**src/rtl/core/bisp_pkg.sv**
```systemverilog
// Shared constants for the page-format image scaler.
`default_nettype none
package bisp_pkg;

    localparam int STORE_DEPTH_DEF = 16384;
    localparam int SCREEN_COLUMNS  = 128;
    localparam int SCREEN_ROWS     = 64;
    localparam int PAGE_ROWS       = 8;

    localparam int COL_SHIFT = $clog2(SCREEN_COLUMNS);
    localparam int ROW_SHIFT = $clog2(SCREEN_ROWS);

    localparam int DIM_W     = 8;
    localparam int IDX_W     = 14;
    localparam int PAGE_W    = 3;
    localparam int COLUMN_W  = 7;
    localparam int MAC_W     = 17;
    localparam int ACC_W     = 14;
    localparam int CFG_IDX_W = 2;

    localparam int IN_DATA_W  = 32;
    localparam int OUT_DATA_W = 24;

    localparam logic [CFG_IDX_W-1:0] REG_SRC_WIDTH  = 2'd0;
    localparam logic [CFG_IDX_W-1:0] REG_SRC_HEIGHT = 2'd1;

    localparam logic CMD_LOAD = 1'b0;
    localparam logic CMD_READ = 1'b1;

    localparam logic [DIM_W-1:0] SRC_WIDTH_RST  = 8'd128;
    localparam logic [DIM_W-1:0] SRC_HEIGHT_RST = 8'd64;

endpackage
`default_nettype wire

```
**src/rtl/core/bisp_mac.sv**
```systemverilog
// Shared multiply-accumulate unit for column, row and address arithmetic.
`default_nettype none
module bisp_mac
    import bisp_pkg::*;
(
    input  wire logic [DIM_W-1:0] a,
    input  wire logic [DIM_W-1:0] b,
    input  wire logic [DIM_W-1:0] c,
    output logic      [MAC_W-1:0] p
);

    assign p = MAC_W'(a) * MAC_W'(b) + MAC_W'(c);

endmodule
`default_nettype wire

```
**config.mk**
```make
export PLATFORM = sky130hd
export DESIGN_NAME = bisp_mac
export DESIGN_NICKNAME = d
export VERILOG_FILES = /design/src/rtl/core/bisp_pkg.sv /design/src/rtl/core/bisp_mac.sv
export SDC_FILE = /design/constraint.sdc
export NUM_CORES = 1
export LEC_CHECK = 0
export BUFFER_PORTS_ARGS = -buffer_cell sky130_fd_sc_hd__buf_2
export CAP_MARGIN = 25
export CORE_MARGIN = 4
export CORE_UTILIZATION = 40
export DETAILED_ROUTE_END_ITERATION = 8
export GPL_ROUTABILITY_DRIVEN = 0
export SLEW_MARGIN = 20
export SYNTH_ARGS = -nofsm -noshare
export SYNTH_HDL_FRONTEND = slang
export SYNTH_SLANG_ARGS = --single-unit
```
**constraint.sdc**
```tcl
create_clock -name vclk -period 10.9
set_input_delay 0.545 -clock vclk [all_inputs]
set_output_delay 0.545 -clock vclk [all_outputs]
set_load 0.02 [all_outputs]
```
Word level (Yosys, flattened, before mapping)
Index checks and enable logic that the tools add are counted.
- register bits: 0
- bits in latches: 0
- memory bits (writable): 0
- bits in read-only memories: 0
- input bits: 24
- output and inout port bits: 17
- logic and storage cells: 2
- memories: 0
- $add $sub $neg: 1
- multipliers: 1
- divide/modulo/power cells: 0
- order comparisons: 0
- eq/ne operators: 0
- shifts and indexed selects: 0
- multiplexer cells: 0
- bitwise operators: 0
- reductions and logical operators: 0
- operators with widths (cell ; count):
    adder 16 x 8 -> 17 bit ; 1
    multiplier 8 x 8 -> 16 bit ; 1

Depth between registers and ports, before layout
Gate-level depths: netlist (run 1).
- depth after elaboration: 2
- mapped depth: 15
- mapped depth without buffers: 15

Least setup slack after synthesis (run 1)
Ideal clock, no wire load.
- path type: input to output
- start point: input port b[7]
- end point: output port p[16]
- arrival time: 4215 ps
- data required time: 10355 ps
- setup slack: 6140 ps
- stages: 13
- path buffers: 0
- cell sequence: and2_1 fa_1 fa_1 fa_1 inv_1 fa_1 inv_1 ha_1 a21oi_2 o21ai_1 a21o_1 o41ai_2 xnor2_1
- cells in the longest elaborated chain, start to end: 2
- RTL lines (what ; RTL line ; RTL):
    start, declared ; bisp_mac.sv:7 ; input wire logic [DIM_W-1:0] b,
    multiplier 8 x 8 -> 16 bit ; bisp_mac.sv:12 ; assign p = MAC_W'(a) * MAC_W'(b) + MAC_W'(c);
    adder 16 x 8 -> 17 bit ; bisp_mac.sv:12 ;
    end, declared ; bisp_mac.sv:9 ; output logic [MAC_W-1:0] p
No other way between the ends.

Worst setup path after layout (run 1)
- start point: input port a[2]
- end point: output port p[16]
- cells in the longest elaborated chain, start to end: 2
- RTL lines (what ; RTL line ; RTL):
    start, declared ; bisp_mac.sv:6 ; input wire logic [DIM_W-1:0] a,
    multiplier 8 x 8 -> 16 bit ; bisp_mac.sv:12 ;
    adder 16 x 8 -> 17 bit ; bisp_mac.sv:12 ;
No other way between the ends.

==> run metrics, run 1 <==
Final #Nets=432; die height=around 85 microns; cts repair resizes=0; Cell Area, Synth=2377 sq um; area fraction in compound gates after synthesis=8.105%; worst vdd ir=between 0.00015 and 0.0002 V; PortBufs=41; row cnt=27; Syn Nets=between 300 and 400; filler cell count=556; area grow syn2layout=12.42%; headroom to the max-slew limit=66.98%; CTS Hold Bufs=0; Syn Area/Cell=between 8 and 9 sq um; Overall Power=549.6 uW; final period utilization=46.81%; gr busiest metal=met2; routed via count=1940; IO Count=41; Ys Warns=0; Setup crit start kind=input pin; RSZ-0062 raised after global routing=no; Arrival @ worst endpoint=4.56 ns; DRT Pass-1 Iters=4; Starting Density=42.14%; most area-consuming cells after synthesis=fa_1 37%, ha_1 21%, inv_1 11%; CP dominant cell by count=fa_1; first-pass GRT wire length=8293 microns; largest net degree at the start of global routing=9; post-synthesis cell count=281; initial antenna violation count=0; Post-route DRC=0; Final min period=between 5 and 6 ns; Die W=approximately 85 microns; multiplexer share of the synthesized area=0.4211%; GRT Overall Usage=13.55%; run status=finished, final reports clean; final hold vios=0; slew of the pin with the lowest slew margin=0.4930 ns; DR WL/cell=about 12 microns; Final Core Density=47.37%; Worst EP required=roughly 10 ns; Seq/Total Area, Yosys=0%; total setup buffers inserted after CTS=0; GR met2 Demand/Resource=24.15%; post-route ant nets=0; grt met3 use=less than 1%; WS Path Type=input pin to output port; DR vias/cell=approximately 4.9; hold crit path type=input pin to output port; simple-gate area share of the yosys netlist=18.16%; drt total wl=4708 microns; share of layout cells above drive strength 1=14.29%; Largest stage delay, worst path=about 0.54 ns; LEAKAGE=1.540 nW; vias in the first global route=1860; Post-Route Setup TNS=0 ns; Crit. End Element=output port; antenna diode count=0; Min Hold Slack=approximately 1.4 ns; GR Util met1=between 10% and 20%; most common cell in the netlist=inv_1; Slew Limit Fails=0; register area=0 sq um; number of max-cap violations=0; XOR/XNOR share of the synthesized area=under 10%; Synth top cells by count=72 x inv_1, 44 x fa_1, 40 x ha_1; seq_cells=0; crit path max fanout=8; Max Freq=196.0 MHz; worst-path cell chain=buf_2 > and2_1 > fa_1 > fa_1 > fa_1 > inv_1 > fa_1 > inv_1 > ha_1 > a21oi_2 > o21ai_1 > a21o_1 > o41ai_2 > xnor2_1 > buf_2; Synth cell types=25; Synth Area in Adders=58.11%; core region area=5642 sq um; critical path's slowest cell=fa_1; clock buffer count=0; DIE AREA=a little over 7000 sq um; hpwl dp=between 4000 and 5000 microns; Synth top area share=around 37%; total gr overflow=0; count of final setup violators=0; largest family of logic cells by synthesized area=adder cells; area leader, netlist=fa_1; pwr dens=205.6 nW/um^2; Iter 0 DRT Violations=50
layout by cell type, fill, tap and decap left out, types with 2 or more instances in the layout:
master,Yosys,final
ha_1,40,40
nand2_1,32,32
a21oi_2,2,2
xnor2_1,9,9
fa_1,44,44
nand4_1,3,3
nor3_1,2,2
nor2_1,8,8
a21o_1,3,3
buf_2,0,41
a21oi_1,7,7
inv_1,72,72
o21ai_0,3,3
and2_1,36,36
o211ai_1,2,2
o41ai_2,2,2
a31oi_1,4,4
nand3_1,4,4
cell families after synthesis:
logic type | count (synthesis)
AO/OA/AOI/OAI | 27
XOR/XNOR | 10
adder cells (fa/ha/maj) | 84
buffers and inverters | 73
multiplexers | 1
AND/OR/NAND/NOR | 86
routing by layer:
| metal | vias up | wire length (microns) |
|---|---|---|
| met3 | 0 | 165 |
| met5 | - | 0 |
| li1 | 951 | - |
| met1 | 953 | 2145 |
| met2 | 36 | 2398 |
| met4 | 0 | 0 |
per-stage QoR:
step           cells  instance area [sq um]  setup WS [ns]
2_1_floorplan    281                   2377          6.140
3_3_place_gp     394                   2673          5.813
3_5_place_dp     394                   2673          5.792
4_1_cts          394                   2673          5.780
5_1_grt          394                   2673          5.562
6_report         394                   2673          5.798
critical path, delay by kind of cell:
family | cells | cell delay [ns]
xor+xnor | 1 | 0.15
compound gates | 4 | 0.78
fa+ha+maj | 5 | 2.48
simple gates | 1 | 0.17
buf+inv | 4 | 0.43
final timing paths:
path	cells after the start	to	startpoint
worst max-delay path	15	p[16]	a[2]
worst min-delay path	3	p[0]	c[0]
report_power, final:
| group | internal [mW] | leakage, nW | switching, mW | total, mW |
|---|---|---|---|---|
| logic | 0.213 | 1.54 | 0.337 | 0.550 |
| registers | 0 | 0 | 0 | 0 |
| clock network | 0 | 0 | 0 | 0 |
| total | 0.213 | 1.54 | 0.337 | 0.550 |
final cells by class:
cell class                      instances  area [sq um]  area share (%)
Timing Repair Buffer                   41         205.2           7.678
Inverter                               73         274.0           10.25
Multi-Input combinational cell        208          2103           78.70
Tap cell                               72         90.09           3.371
(Power assumes the default switching activity.)
==> run 2: changes to the inputs <==
- ABC_AREA: unset -> 1
- clock period: 10.9 -> 4.27 ns (I/O delays scaled with it)
==> run metrics, run 2 <==
run status=finished, final reports clean; area leader, netlist=fa_1; number of max-cap violations=0 (unchanged); Die W=89.15 microns (+4.8%); clock buffer count=0 (unchanged); total gr overflow=0 (unchanged); Final WS setup=0.2252 ns (-5.572 ns); final period utilization=between 90% and 100%; Placement Setup Slack=0.2070 ns (-5.585 ns); GRT Overall Usage=14.59% (+1.0 points); slew of the pin with the lowest slew margin=0.1976 ns (-0.2954 ns); commonest non-fill, non-tap cells in the layout=128 x inv_1, 117 x nand2_1, 44 x fa_1, 40 x buf_2, 39 x ha_1; drt total wl=5325 microns (+13%); crit path from=b[7]; sequential power share=0% (unchanged); count of final setup violators=0 (unchanged); DRT Pass-1 Iters=4 (unchanged); Final #Nets=529 (+22%); Slew Limit Fails=0 (unchanged); LEAKAGE=1.999 nW (+30%); WP buf/inv=5 (+1); clock network fraction of design power=0% (unchanged); worst vdd ir=0.0003336 V (+81%); Seq/Total Area, Yosys=0% (unchanged); share of layout cells above drive strength 1=11.22% (-3.1 points); Post-route DRC=0 (unchanged); vias in the first global route=2219 (+19%); DR WL/cell=10.74 microns (-10%); Syn Area/Cell=6.685 sq um (-21%); core region area=6386 sq um (+13%); Setup crit start kind=input pin; switching share of power=63.31% (+2.0 points); Arrival @ worst endpoint=3.83 ns (-0.73 ns); post-route ant nets=0 (unchanged); most area-consuming cells after synthesis=fa_1 33%, ha_1 19%, inv_1 18%; RSZ-0062 raised after global routing=yes; first-pass GRT wire length=9549 microns (+15%); CP Capture Point=p[11]; internal power=553.0 uW (+160%); routed via count=2254 (+16%); area grow syn2layout=9.834%; DR vias/cell=4.544 (-7.7%); Max Freq=247.2 MHz; Iter 0 DRT Violations=52 (+4.0%); worst-path cell chain=buf_2 > nand2_1 > inv_1 > fa_1 > fa_1 > fa_1 > inv_1 > fa_1 > inv_1 > ha_1 > nand2_1 > nand2_1 > nand2_1 > nand2_1 > a21oi_1 > xnor2_1 > buf_2; CP dominant cell by count=nand2_1; final hold vios=0 (unchanged); most common cell after layout, fill and taps aside=inv_1; largest net degree at the start of global routing=9 (unchanged); Comb power frac=100.0% (about the same); placed insts=496 (+26%); Syn Nets=502 (+29%); IO Count=41 (unchanged); Cell Area, Synth=2634 sq um (+11%); initial antenna violation count=0 (unchanged); post-synthesis cell count=394 (+40%); Synth top area share=33.44% (-3.6 points); P_sw=954.2 uW (+180%); crit path max fanout=8 (unchanged); Ys Warns=0 (unchanged); fin cells=496 (+26%); DIE AREA=7947 sq um (+9.8%); Overall Power=1.507 mW (+170%); pwr dens=521.0 nW/um^2 (+150%); Min Hold Slack=0.7685 ns (-0.6612 ns); Largest stage delay, worst path=0.55 ns (about the same); PortBufs=41 (unchanged); hold crit path type=input pin to output port; hpwl dp=4946 microns (+16%); WS Path Type=input pin to output port; most common cell in the netlist=inv_1; register area=0 sq um (unchanged); critical path's slowest cell=fa_1; Crit path depth=17 (+2); antenna diode count=0 (unchanged); Starting Density=41.24% (-0.90 points); Worst EP required=4.06 ns (-6.30 ns); Synth cell types=15 (-40%); row cnt=29 (+7.4%); total setup buffers inserted after CTS=0 (unchanged); die height=89.15 microns (+4.8%); headroom to the max-slew limit=86.79% (+20 points); Synth top cells by count=128 x inv_1, 118 x nand2_1, 44 x fa_1; Final min period=4.045 ns; cell family with most CP delay=adder cells; seq_cells=0 (unchanged); Crit. End Element=output port
==> run 2: worst min path at each step <==
stage	from	endpoint	slack, ns	cells past startpoint
final	c[0]	p[0]	0.77	3
after global placement	c[0]	p[0]	0.76	3
after floorplan	c[0]	p[0]	0.64	1
after detailed placement	c[0]	p[0]	0.77	3
after CTS	c[0]	p[0]	0.78	3
after global routing	c[0]	p[0]	0.79	3
==> run 2: metrics by stage <==
| step | instance area [sq um] | setup TNS, ns | util, % |
|---|---|---|---|
| global placement | 2875 | 0 | 45.02 |
| detailed placement | 2875 | 0 | 45.02 |
| global route | 2893 | -0.04534 | 45.30 |
| floorplan | 2634 | 0 | - |
| CTS | 2875 | 0 | 45.02 |
| finish | 2893 | 0 | 45.30 |
==> run 2: layer usage <==
layer,vias to the layer above,track usage [%],part of all wire (%)
met5,-,0,0
met4,0,0,0
met3,0,0,4.0
met2,37,26.66,52
met1,1058,20.77,44
li1,1159,-,-
==> run 2: cells by family (layout without fill, tap and decap cells) <==
logic type,after synthesis,in the layout,share of synthesized area (%)
AO/OA/AOI/OAI,8,8,1.615
adder cells (fa/ha/maj),84,84,52.45
XOR/XNOR,7,7,2.328
AND/OR/NAND/NOR,151,151,23.09
buffers and inverters,144,169,20.52
==> run 2: power by group through the flow <==
stage	Clock [mW]	Combinational (mW)	Sequential [mW]
floorplan	0	1.12	0
global placement	0	1.49	0
detailed placement	0	1.50	0
CTS	0	1.51	0
global route	0	1.73	0
finish	0	1.51	0
==> run 2: area by class of cell <==
type,count,area (sq um)
Fill cell,712,3493
Inverter,128,480.5
Multi-Input combinational cell,250,2108
Tap cell,77,96.34
Timing Repair Buffer,41,207.7
==> run 2: timing repair <==
action	CTS	global route
resized for setup	0	4
hold buffers	0	0
setup endpoints to repair	0	5
==> run 3: changes to the inputs <==
--- a/config.mk
+++ b/config.mk
@@ -14,3 +14,2 @@
 export GPL_ROUTABILITY_DRIVEN = 0
-export SLEW_MARGIN = 20
 export SYNTH_ARGS = -nofsm -noshare
==> constraint.sdc (replaced) <==
create_clock -name vclk -period 4.27
set_input_delay 1.0675 -clock vclk [all_inputs]
set_output_delay 1.0675 -clock vclk [all_outputs]
set_load 0.02 [all_outputs]
==> run metrics, run 3 (same netlist as run 2, synthesis figures left out) <==
crit path max fanout=4 (-4); Final Core Density=65.91% (+21 points); Placement Setup Slack=-1.294 ns (-1.501 ns); Setup crit start kind=input pin; routed via count=2497 (+11%); routed wl met2=3662 microns (+33%); run status=finished with violations; fin cells=547 (+10%); Final WS setup=-1.200 ns (-1.425 ns); vias in the first global route=2747 (+24%); Crit. End Element=output port; final hold vios=0 (unchanged); DR vias/cell=4.565 (+0.45%); post-route ant nets=0 (unchanged); drt total wl=6455 microns (+21%); area grow syn2layout=59.81%; row cnt=29 (unchanged); seq_cells=0 (unchanged); DRT Pass-1 Iters=4 (unchanged); IO Count=41 (unchanged); PortBufs=41 (unchanged); Starting Density=41.24% (unchanged); count of final setup violators=14 (+14); largest net degree at the start of global routing=9 (unchanged); Arrival @ worst endpoint=4.40 ns (+0.57 ns); most common cell after layout, fill and taps aside=inv_1; LEAKAGE=2.477 nW (+24%); Final Instance Area=4209 sq um (+46%); first-pass GRT wire length=11430 microns (+20%); Min Hold Slack=2.473 ns (+1.704 ns); Overall Power=2.887 mW (+92%); total gr overflow=0 (unchanged); placed insts=537 (+8.3%); CTS Hold Bufs=0 (unchanged); Post-Route Setup TNS=-13.79 ns (-13.79 ns); pwr dens=685.8 nW/um^2 (+32%); GRT Overall Usage=17.71% (+3.1 points); Post-route DRC=0 (unchanged); Worst EP required=3.20 ns (-0.86 ns); share of layout cells above drive strength 1=47.23% (+36 points); clock buffer count=0 (unchanged); commonest non-fill, non-tap cells in the layout=96 x inv_1, 71 x nand2_1, 38 x fa_1, 38 x buf_4; antenna diode count=0 (unchanged); DR top layer=met4; Die W=89.15 microns (unchanged); headroom to the max-slew limit=86.59% (-0.20 points); number of max-cap violations=0 (unchanged); core region area=6386 sq um (unchanged); failing checks=negative setup slack; DRT met1 WL=2481 microns (+5.0%); DP Area=3483 sq um (+21%); WL met3=214 microns (unchanged); WS Path Type=input pin to output port; DIE AREA=7947 sq um (unchanged); register area=0 sq um (unchanged); Iter 0 DRT Violations=28 (-46%); Final min period=5.470 ns (+1.425 ns); Max Freq=182.8 MHz (-26%); DR WL/cell=11.80 microns (+9.9%); crit path from=b[2]; final period utilization=128.1% (+33 points); RSZ-0062 raised after global routing=yes; slew of the pin with the lowest slew margin=0.2009 ns (+0.003296 ns); initial antenna violation count=0 (unchanged); worst vdd ir=0.0005620 V (+68%); hold crit path type=input pin to output port; die height=89.15 microns (unchanged); hpwl dp=5266 microns (+6.5%); Final #Nets=580 (+9.6%); Slew Limit Fails=0 (unchanged); Hold Startpoint=c[0]
==> run 3: layout make-up <==
| class | instances | area (sq um) |
|---|---|---|
| Inverter | 128 | 485.5 |
| Tap cell | 77 | 96.34 |
| Timing Repair Buffer | 92 | 898.4 |
| Fill cell | 547 | 2177 |
| Multi-Input combinational cell | 250 | 2729 |
==> run 3: layer usage <==
layer / track usage (%) / vias to the layer above
met3: 0.09217 / 10
met1: 21.07 / 1178
li1: - / 1264
met5: 0 / -
met4: 2.436 / 0
met2: 35.97 / 45
==> run 3: critical path, cell delays in order <==
cell     delay (ns)
buf_8          0.11
nand2_4        0.06
inv_2          0.03
fa_1           0.51
fa_1           0.50
fa_1           0.51
inv_2          0.04
fa_2           0.53
inv_2          0.04
ha_4           0.30
nand2_4        0.06
nor2_2         0.20
nand3_1        0.14
nand3_1        0.08
nand2_1        0.06
nand2_2        0.06
buf_6          0.11
==> run 3: path summary, 6_finish.rpt <==
check / end / slack [ns] / depth (start not counted)
setup / recovery: p[14] / -1.20 / 17
hold / removal: p[0] / 2.47 / 3
==> run 3: where the power goes <==
| part | total, mW | switching, mW | internal, mW |
|---|---|---|---|
| combinational | 2.89 | 1.49 | 1.39 |
| clock | 0 | 0 | 0 |
| sequential | 0 | 0 | 0 |
==> run 3: repair_timing <==
item                       CTS  global route
setup endpoints to repair   14            14
pin swaps                   45            45
buffers inserted             8             3
resized for setup          135            57
